$ cat src/design/ordered_list_engine_assert.svh
// ----------------------------------------------------------------------------
// Ordered list engine assertion macros
// Shorthand for the concurrent checks used in the engine's RTL.
// ----------------------------------------------------------------------------
`ifndef ORDERED_LIST_ENGINE_ASSERT_SVH
`define ORDERED_LIST_ENGINE_ASSERT_SVH

// Same-cycle implication, disabled while reset is asserted.
`define OLE_ASSERT_IMP(label, clk, rst_n, ante, cons) \
	label: assert property (@(posedge clk) disable iff (!rst_n) (ante) |-> (cons)) \
		else $error("ordered list engine: assertion failed");

// Next-cycle implication, disabled while reset is asserted.
`define OLE_ASSERT_NXT(label, clk, rst_n, ante, cons) \
	label: assert property (@(posedge clk) disable iff (!rst_n) (ante) |=> (cons)) \
		else $error("ordered list engine: assertion failed");

`endif

$ cat src/design/ole_pkg.sv
// ----------------------------------------------------------------------------
// Ordered list engine package
// Shared types, codes and constants of the ordered list engine.
// ----------------------------------------------------------------------------
package ole_pkg;

	localparam int CAPACITY_DEF = 16;
	localparam int VAL_W        = 32;
	localparam int LEN_W        = 8;

	typedef logic [LEN_W-1:0]        len_t;
	typedef logic signed [VAL_W-1:0] val_t;

	typedef enum logic [2:0] {
		FN_CLEAR,
		FN_INS_FRONT,
		FN_INS_END,
		FN_INS_POS,
		FN_REM_FRONT,
		FN_REM_END,
		FN_REM_POS,
		FN_SEARCH
	} func_t;

	typedef enum logic [2:0] {
		ST_OK,
		ST_EMPTY,
		ST_BADPOS,
		ST_FULL,
		ST_NOTFOUND
	} status_t;

	typedef enum logic [1:0] {
		OP_HOLD,
		OP_OPEN,
		OP_CLOSE,
		OP_SEARCH
	} cell_op_t;

	typedef struct packed {
		func_t func;
		val_t  value;
		len_t  position;
	} req_t;

	typedef struct packed {
		status_t status;
		val_t    result_value;
		len_t    found_index;
		len_t    length;
	} res_t;

	typedef struct packed {
		cell_op_t op;
		len_t     idx;
		len_t     cnt;
		val_t     key;
	} cell_cmd_t;

	typedef struct packed {
		status_t status;
		len_t    new_len;
		logic    search;
		logic    take;
	} dec_t;

endpackage

$ cat src/design/ole_ctrl.sv
// ----------------------------------------------------------------------------
// Ordered list engine request decoder
// Checks a request against the fill level and turns it into a cell command.
// ----------------------------------------------------------------------------
module ole_ctrl #(
	parameter int CAPACITY = ole_pkg::CAPACITY_DEF
) (
	input  logic              en,
	input  ole_pkg::req_t     req,
	input  ole_pkg::len_t     cnt,
	output ole_pkg::cell_cmd_t cmd,
	output ole_pkg::dec_t     dec
);

	logic [ole_pkg::LEN_W:0] cnt_p1;
	ole_pkg::len_t           pos_idx;
	logic                    full;
	logic                    empty;
	logic                    ins_pos_ok;
	logic                    rem_pos_ok;

	always_comb begin
		cnt_p1     = {1'b0, cnt} + {{ole_pkg::LEN_W{1'b0}}, 1'b1};
		pos_idx    = req.position - ole_pkg::len_t'(1);
		full       = cnt >= ole_pkg::len_t'(CAPACITY);
		empty      = cnt == '0;
		ins_pos_ok = (req.position != '0) && ({1'b0, req.position} <= cnt_p1);
		rem_pos_ok = (req.position != '0) && (req.position <= cnt);
	end

	always_comb begin
		cmd.op      = ole_pkg::OP_HOLD;
		cmd.idx     = '0;
		cmd.cnt     = cnt;
		cmd.key     = req.value;
		dec.status  = ole_pkg::ST_OK;
		dec.new_len = cnt;
		dec.search  = 1'b0;
		dec.take    = 1'b0;
		unique case (req.func) inside
			ole_pkg::FN_CLEAR: begin
				dec.new_len = '0;
			end
			ole_pkg::FN_INS_FRONT, ole_pkg::FN_INS_END, ole_pkg::FN_INS_POS: begin
				if (full) begin
					dec.status = ole_pkg::ST_FULL;
				end else if (req.func == ole_pkg::FN_INS_POS && !ins_pos_ok) begin
					dec.status = ole_pkg::ST_BADPOS;
				end else begin
					cmd.op      = ole_pkg::OP_OPEN;
					dec.new_len = cnt + ole_pkg::len_t'(1);
					cmd.idx     = (req.func == ole_pkg::FN_INS_FRONT) ? '0 :
						(req.func == ole_pkg::FN_INS_END) ? cnt : pos_idx;
				end
			end
			ole_pkg::FN_REM_FRONT, ole_pkg::FN_REM_END, ole_pkg::FN_REM_POS: begin
				if (empty) begin
					dec.status = ole_pkg::ST_EMPTY;
				end else if (req.func == ole_pkg::FN_REM_POS && !rem_pos_ok) begin
					dec.status = ole_pkg::ST_BADPOS;
				end else begin
					cmd.op      = ole_pkg::OP_CLOSE;
					dec.take    = 1'b1;
					dec.new_len = cnt - ole_pkg::len_t'(1);
					cmd.idx     = (req.func == ole_pkg::FN_REM_FRONT) ? '0 :
						(req.func == ole_pkg::FN_REM_END) ? cnt - ole_pkg::len_t'(1) : pos_idx;
				end
			end
			ole_pkg::FN_SEARCH: begin
				cmd.op     = ole_pkg::OP_SEARCH;
				dec.search = 1'b1;
			end
			default: begin
			end
		endcase
		if (!en) begin
			cmd.op = ole_pkg::OP_HOLD;
		end
	end

endmodule

$ cat src/design/ole_cell.sv
// ----------------------------------------------------------------------------
// Ordered list engine cell
// Holds one list entry, shifts to or from its neighbours and compares a key.
// ----------------------------------------------------------------------------
module ole_cell #(
	parameter int INDEX = 0
) (
	input  logic               clk,
	input  ole_pkg::cell_cmd_t cmd,
	input  ole_pkg::val_t      left,
	input  ole_pkg::val_t      right,
	output ole_pkg::val_t      entry,
	output logic               match,
	output ole_pkg::val_t      pick
);

	localparam ole_pkg::len_t ME = ole_pkg::len_t'(INDEX);

	ole_pkg::val_t entry_q;
	ole_pkg::val_t pick_q;
	logic          match_q;

	always_ff @(posedge clk) begin
		case (cmd.op)
			ole_pkg::OP_OPEN: begin
				if (ME > cmd.idx) begin
					entry_q <= left;
				end else if (ME == cmd.idx) begin
					entry_q <= cmd.key;
				end
			end
			ole_pkg::OP_CLOSE: begin
				if (ME >= cmd.idx) begin
					entry_q <= right;
				end
				pick_q <= (ME == cmd.idx) ? entry_q : '0;
			end
			ole_pkg::OP_SEARCH: begin
				match_q <= (ME < cmd.cnt) && (entry_q == cmd.key);
			end
			default: begin
			end
		endcase
	end

	assign entry = entry_q;
	assign match = match_q;
	assign pick  = pick_q;

endmodule

$ cat src/design/ole_find.sv
// ----------------------------------------------------------------------------
// Ordered list engine match reducer
// Finds the first matching cell and gathers the value taken from the list.
// ----------------------------------------------------------------------------
module ole_find #(
	parameter int CAPACITY = ole_pkg::CAPACITY_DEF
) (
	input  logic [CAPACITY-1:0] match,
	input  ole_pkg::val_t       pick [CAPACITY],
	output logic                hit,
	output ole_pkg::len_t       loc,
	output ole_pkg::val_t       picked
);

	localparam int IW = (CAPACITY > 1) ? $clog2(CAPACITY) : 1;
	localparam int P  = 1 << IW;
	localparam int N  = 2 * P;

	logic          hit_n [1:N-1];
	logic [IW-1:0] loc_n [1:N-1];
	ole_pkg::val_t acc_n [1:N-1];

	always_comb begin
		for (int i = 0; i < P; i++) begin
			if (i < CAPACITY) begin
				hit_n[P+i] = match[i];
				acc_n[P+i] = pick[i];
			end else begin
				hit_n[P+i] = 1'b0;
				acc_n[P+i] = '0;
			end
			loc_n[P+i] = IW'(i);
		end
		for (int n = P - 1; n >= 1; n--) begin
			hit_n[n] = hit_n[2*n] | hit_n[2*n+1];
			loc_n[n] = hit_n[2*n] ? loc_n[2*n] : loc_n[2*n+1];
			acc_n[n] = acc_n[2*n] | acc_n[2*n+1];
		end
	end

	assign hit    = hit_n[1];
	assign loc    = ole_pkg::len_t'(loc_n[1]);
	assign picked = acc_n[1];

endmodule

$ cat src/design/ordered_list_engine.sv
// A request is registered in req_s1; the cell row updates in the cycle after
// acceptance, the match tree in the next, and the result goes to res_q once the
// output is free. No request is taken until the one ahead can load its result.
// Reset: arst_n clears the fill count and the pipeline flags; list entries are
// not cleared and need no clearing pass.
// ----------------------------------------------------------------------------
// Ordered list engine
// Bounded ordered list of signed values held in a row of shifting cells.
// ----------------------------------------------------------------------------
`include "ordered_list_engine_assert.svh"

module ordered_list_engine #(
	parameter int CAPACITY = ole_pkg::CAPACITY_DEF
) (
	input  logic          clk,
	input  logic          arst_n,
	input  logic          cmd_valid,
	output logic          cmd_stall,
	input  ole_pkg::req_t cmd,
	output logic          res_valid,
	input  logic          res_stall,
	output ole_pkg::res_t res
);

	localparam int CW = $clog2(CAPACITY + 1);

	logic               accept;
	logic               load;
	logic               v_s1_q;
	logic               v_s2_q;
	logic [CW-1:0]      count_q;
	ole_pkg::req_t      req_s1;
	ole_pkg::cell_cmd_t cell_cmd;
	ole_pkg::dec_t      dec;
	ole_pkg::status_t   status_s2;
	ole_pkg::len_t      len_s2;
	logic               search_s2;
	logic               take_s2;
	ole_pkg::val_t      key_s2;
	ole_pkg::val_t      entry_w [CAPACITY];
	ole_pkg::val_t      pick_w [CAPACITY];
	logic [CAPACITY-1:0] match_w;
	logic               hit;
	ole_pkg::len_t      loc;
	ole_pkg::val_t      picked;
	ole_pkg::res_t      res_next;
	ole_pkg::res_t      res_q;
	logic               res_valid_q;

	assign accept    = cmd_valid && !cmd_stall;
	assign load      = v_s2_q && (!res_valid_q || !res_stall);
	assign cmd_stall = v_s1_q || (v_s2_q && !load);

	ole_ctrl #(
		.CAPACITY(CAPACITY)
	) u_ctrl (
		.en (v_s1_q),
		.req(req_s1),
		.cnt(ole_pkg::len_t'(count_q)),
		.cmd(cell_cmd),
		.dec(dec)
	);

	for (genvar i = 0; i < CAPACITY; i++) begin : g_cell
		ole_pkg::val_t left_w;
		ole_pkg::val_t right_w;

		if (i == 0) begin : g_first
			assign left_w = '0;
		end else begin : g_inner_l
			assign left_w = entry_w[i-1];
		end
		if (i == CAPACITY - 1) begin : g_last
			assign right_w = '0;
		end else begin : g_inner_r
			assign right_w = entry_w[i+1];
		end

		ole_cell #(
			.INDEX(i)
		) u_cell (
			.clk  (clk),
			.cmd  (cell_cmd),
			.left (left_w),
			.right(right_w),
			.entry(entry_w[i]),
			.match(match_w[i]),
			.pick (pick_w[i])
		);
	end

	ole_find #(
		.CAPACITY(CAPACITY)
	) u_find (
		.match (match_w),
		.pick  (pick_w),
		.hit   (hit),
		.loc   (loc),
		.picked(picked)
	);

	always_ff @(posedge clk or negedge arst_n) begin
		if (!arst_n) begin
			v_s1_q      <= 1'b0;
			v_s2_q      <= 1'b0;
			count_q     <= '0;
			res_valid_q <= 1'b0;
		end else begin
			v_s1_q <= accept;
			v_s2_q <= v_s1_q || (v_s2_q && !load);
			if (v_s1_q) begin
				count_q <= CW'(dec.new_len);
			end
			if (load) begin
				res_valid_q <= 1'b1;
			end else if (!res_stall) begin
				res_valid_q <= 1'b0;
			end
		end
	end

	always_ff @(posedge clk) begin
		if (accept) begin
			req_s1 <= cmd;
		end
		if (v_s1_q) begin
			status_s2 <= dec.status;
			len_s2    <= dec.new_len;
			search_s2 <= dec.search;
			take_s2   <= dec.take;
			key_s2    <= req_s1.value;
		end
		if (load) begin
			res_q <= res_next;
		end
	end

	always_comb begin
		res_next.status       = status_s2;
		res_next.result_value = '0;
		res_next.found_index  = '0;
		res_next.length       = len_s2;
		if (search_s2) begin
			if (hit) begin
				res_next.result_value = key_s2;
				res_next.found_index  = loc + ole_pkg::len_t'(1);
			end else begin
				res_next.status = ole_pkg::ST_NOTFOUND;
			end
		end else if (take_s2) begin
			res_next.result_value = picked;
		end
	end

	assign res_valid = res_valid_q;
	assign res       = res_q;

	`OLE_ASSERT_IMP(a_one_in_flight, clk, arst_n, 1'b1, !(v_s1_q && v_s2_q))
	`OLE_ASSERT_IMP(a_count_bound, clk, arst_n, 1'b1, count_q <= CW'(CAPACITY))
	`OLE_ASSERT_NXT(a_accept_starts, clk, arst_n, accept, v_s1_q && !v_s2_q)
	`OLE_ASSERT_NXT(a_full_keeps, clk, arst_n, v_s1_q && dec.status == ole_pkg::ST_FULL, $stable(count_q))
	`OLE_ASSERT_NXT(a_wait_holds, clk, arst_n, v_s2_q && !load, v_s2_q && !v_s1_q)

endmodule

$ cat config.mk
export PLATFORM = sky130hd
export DESIGN_NAME = ordered_list_engine
export DESIGN_NICKNAME = d
export VERILOG_FILES = /design/src/design/ole_pkg.sv /design/src/design/ole_ctrl.sv /design/src/design/ole_cell.sv /design/src/design/ole_find.sv /design/src/design/ordered_list_engine.sv
export VERILOG_INCLUDE_DIRS = /design/src /design/src/design
export SDC_FILE = /design/constraint.sdc
export NUM_CORES = 2
export LEC_CHECK = 0
export BUFFER_PORTS_ARGS = -buffer_cell sky130_fd_sc_hd__buf_4
export CAP_MARGIN = 20
export CORE_ASPECT_RATIO = 1.75
export CORE_MARGIN = 2
export CORE_UTILIZATION = 45
export DETAILED_ROUTE_END_ITERATION = 8
export PLACE_DENSITY = 0.68
export RECOVER_POWER = 25
export SYNTH_ARGS = -nofsm -noshare
export SYNTH_HDL_FRONTEND = slang
export SYNTH_SLANG_ARGS = --single-unit
$ cat constraint.sdc
create_clock -name clk -period 19.8 [get_ports clk]
set_clock_uncertainty 0.15 [all_clocks]
set_input_delay 5.94 -clock clk [delete_from_list [all_inputs] [get_ports clk]]
set_output_delay 5.94 -clock clk [all_outputs]
set_load 0.02 [all_outputs]
==> metrics.md <==
| Metric | Value |
|---|---|
| Final-stage net count | `4592` |
| Routed WL | `251800 um` |
| Ys async rst share | `0.006774` |
| Commonest non-fill, non-tap cell in the layout | `edfxtp_1` |
| Yosys cell types | `77` |
| CTS hold repair buffers | `0` |
| Cells on worst reg2reg path | `15` |
| CP most frequent cell | `inv_1` |
| Crit-path max FO | `187` |
| Total die area | `132800 um2` |
| Fin crit share | `0.6981` |
| Final Wtd Congestion | `1.081` |
| Synth area leaders | `edfxtp_1 (60%), and2_1 (5.2%), xor2_1 (5.0%), mux2i_1 (4.4%), a221o_1 (3.3%)` |
| Pre-antenna DRT Iters | `6` |
| Max incr delay on CP | `5800 ps` |
| Worst Max-Slew Pin Slew | `8251 ps` |
| Outcome | `finished with violations` |
| FF-to-FF Start | `count_q[0]` |
| Vias | `41690` |
| Leakage | `0.02159 uW` |
| DR vias/cell | `6.619` |
| Mapped cell area | `58390 um2` |
| Clock buffer depth | `3` |
| Top cell type's share of synthesized area | `0.6033` |
| Fin util | `0.4970` |
| Crit path cell chain | `inv_1 -> nor3_1 -> nand3_1 -> ha_1 -> inv_1 -> o22ai_1 -> nor4b_1 -> nor2_1 -> nor3_1 -> o21a_1 -> inv_1 -> ha_1 -> clkbuf_1 -> nor2b_1 -> a221o_1` |
| Max-slew violation count | `1851` |
| # IOs | `100` |
| Setup Viol. Count Final | `0` |
| PortBufs | `96` |
| First-pass GRT wire length | `336400 um` |
| Congestion Overflow GR | `0` |
| Hold Fails Final Rpt | `0` |
| Post-CTS setup buffer count | `0` |
| Die X | `276.3 um` |
| Setup crit end kind | `flop` |
| Synth-to-Final Area Change | `9.517%` |
| Max Cap Viol | `56` |
| Yosys reg bits | `1181` |
| FF-to-FF setup slack | `5980 ps` |
| Wire per inst | `39.98 um` |
| Global Route Usage Sum | `0.3747` |
| Yosys warnings | `0` |
| Failing checks | `capacitance limit, slew limit` |
| Chip height | `480.5 um` |
| Worst Hold Endpoint | `res[2]` |
| Synth area leader | `edfxtp_1` |
| Core area | `128700 um2` |
| Setup_tns | `0 ps` |
| Starting Density | `0.4538` |
| Largest net degree at the start of global routing | `204` |
| Post-DP HPWL | `167700 um` |
| Max Freq | `0.07234 GHz` |
| Reg2reg end | `g_cell[13].u_cell.entry[26]` |
| Layout cells sized above 1 | `0.08142` |
| Hold Crit Class | `flop to flop` |
| WHS Path Cells | `0` |
| Sink Count | `1181` |
| Mean Syn Cell Area | `12.71 um2` |
| Worst endpoint required time | `20130 ps` |
| Total CTS buffers | `109` |
| Most frequent cells in the layout | `edfxtp_1 (1173), nand2_1 (350), xor2_1 (335)` |
| Pwr/cell area | `131.8 nW/um2` |
| CP max stage cell | `clkbuf_1` |
| Drt first-iter violations | `6129` |
| Final min period | `13820 ps` |
| Top_reg_cell synth | `edfxtp_1` |
| Hold Startpoint | `len_s2[2]` |
| DR DRC count | `0` |
| Worst Setup Start Kind | `flop` |
| Initial antenna violation count | `30` |
| Maximum vdd drop | `0.0001036 V` |
| RSZ-0062 raised after global routing | `no` |
| Worst-path clk slew | `70 ps` |
| Crit path DAT | `14150 ps` |
| Antenna-violating nets left | `0` |
| Cell count after synthesis | `4593` |
| Row count | `174` |
| Clk Latency, worst-skew pair | `750 ps` |
| H-tree depth | `3` |
| EDFF count, synth | `1173` |
| CTS tree | `yes` |
| Beginning of the critical path | `count_q[0]` |
| Root buffer cell | `clkbuf_16` |
| Max_slew headroom | `-4.501` |
| Sequential-to-total area share from yosys stat | `0.6067` |
| Crit Path Class | `flop to flop` |
| Vias in the first global route | `39310` |
| Cts repair resizes | `0` |
where the power goes:
group | switching [uW] | leakage (uW) | internal, uW
clock | 969 | 0.00159 | 1070
sequential | 391 | 0.0111 | 3350
combinational | 1890 | 0.00888 | 754
critical path: cells and delay by family, from the launching register on:
| family | cells | cell delay (ps) |
|---|---|---|
| buf+inv | 4 | 6200 |
| flops | 1 | 790 |
| simple gates | 6 | 2760 |
| fa+ha+maj | 2 | 2090 |
| compound gates | 3 | 1350 |
layer usage:
metal / GRT usage / part of all wire / vias to the layer above
li1: - / - / 17020
met1: 0.4117 / 0.32 / 20930
met2: 0.6033 / 0.46 / 2836
met3: 0.08070 / 0.095 / 873
met4: 0.3578 / 0.12 / 26
met5: 0 / 0.00081 / -
cell families (layout without fill, tap and decap cells):
family	after synthesis	in the layout	synth area share
buffers and inverters	431	442	0.03157
multiplexers	261	261	0.04485
AND/OR/NAND/NOR	1532	1532	0.1550
flip-flops	1181	1181	0.6067
adder cells (fa/ha/maj)	20	20	0.004286
XOR/XNOR	523	523	0.07845
other	1	24	0.00006423
AO/OA/AOI/OAI	644	644	0.07910
worst max path at each step:
stage               slack, ps                     endpoint  depth (start not counted)
floorplan                2740    g_cell[4].u_cell.entry[0]                         18
global placement         7220                    cmd_stall                          3
detailed placement       7210                    cmd_stall                          3
CTS                      7210                    cmd_stall                          3
global route             5170  g_cell[13].u_cell.entry[29]                         15
finish                   5980  g_cell[13].u_cell.entry[26]                         15
cell usage after synthesis, drive strengths merged, types with 5 or more instances:
| master | instances |
|---|---|
| and2 | 488 |
| a22o | 32 |
| nor4b | 98 |
| inv | 23 |
| o21ai | 277 |
| xor2 | 336 |
| or2 | 8 |
| nand3 | 20 |
| xnor2 | 187 |
| nor2 | 31 |
| nor2b | 39 |
| nor3b | 99 |
| nand4 | 94 |
| and3 | 34 |
| nand2 | 352 |
| dfrtp | 8 |
| edfxtp | 1173 |
| o31ai | 5 |
| nor4 | 230 |
| a21o | 36 |
| mux2i | 256 |
| o22ai | 7 |
| ha | 20 |
| clkbuf | 300 |
| nor3 | 28 |
| a21oi | 56 |
| a221o | 194 |
| buf | 108 |
| mux2 | 5 |
area by class of cell:
type                    count  area, um2
multi-input cells        2983      21450
clock inverters            53      392.9
repair buffers            227       1588
flip-flops and latches   1181      35420
clock buffers             139       2860
diodes                     21      52.55
fillers                 11120      64720
inverters                  23      86.33
well taps                1672       2092
state kept, by name, summed over array words and instances, names as in the netlist, 2 cells and up:
name / cells
req_s1: 43
g_cell.u_cell.match: 16
status_s2: 2
key_s2: 32
count_q: 5
g_cell.u_cell.entry: 512
g_cell.u_cell.pick: 512
len_s2: 7
res: 47
metrics by stage:
| step | power, uW | area [um2] | setup slack [ps] | std cells | hold slack, ps |
|---|---|---|---|---|---|
| floorplan | 5048 | 58390 | 2736 | 4595 | 250.3 |
| global placement | 6250 | 60850 | 7217 | 6073 | 251.6 |
| detailed placement | 6302 | 60920 | 7211 | 6078 | 254.5 |
| CTS | 8300 | 64170 | 7214 | 6270 | 268.8 |
| global route | 8562 | 63920 | 5171 | 6288 | 275.6 |
| finish | 8425 | 63940 | 5977 | 6299 | 270.1 |
No activity file was read; power rests on OpenSTA's default activity.
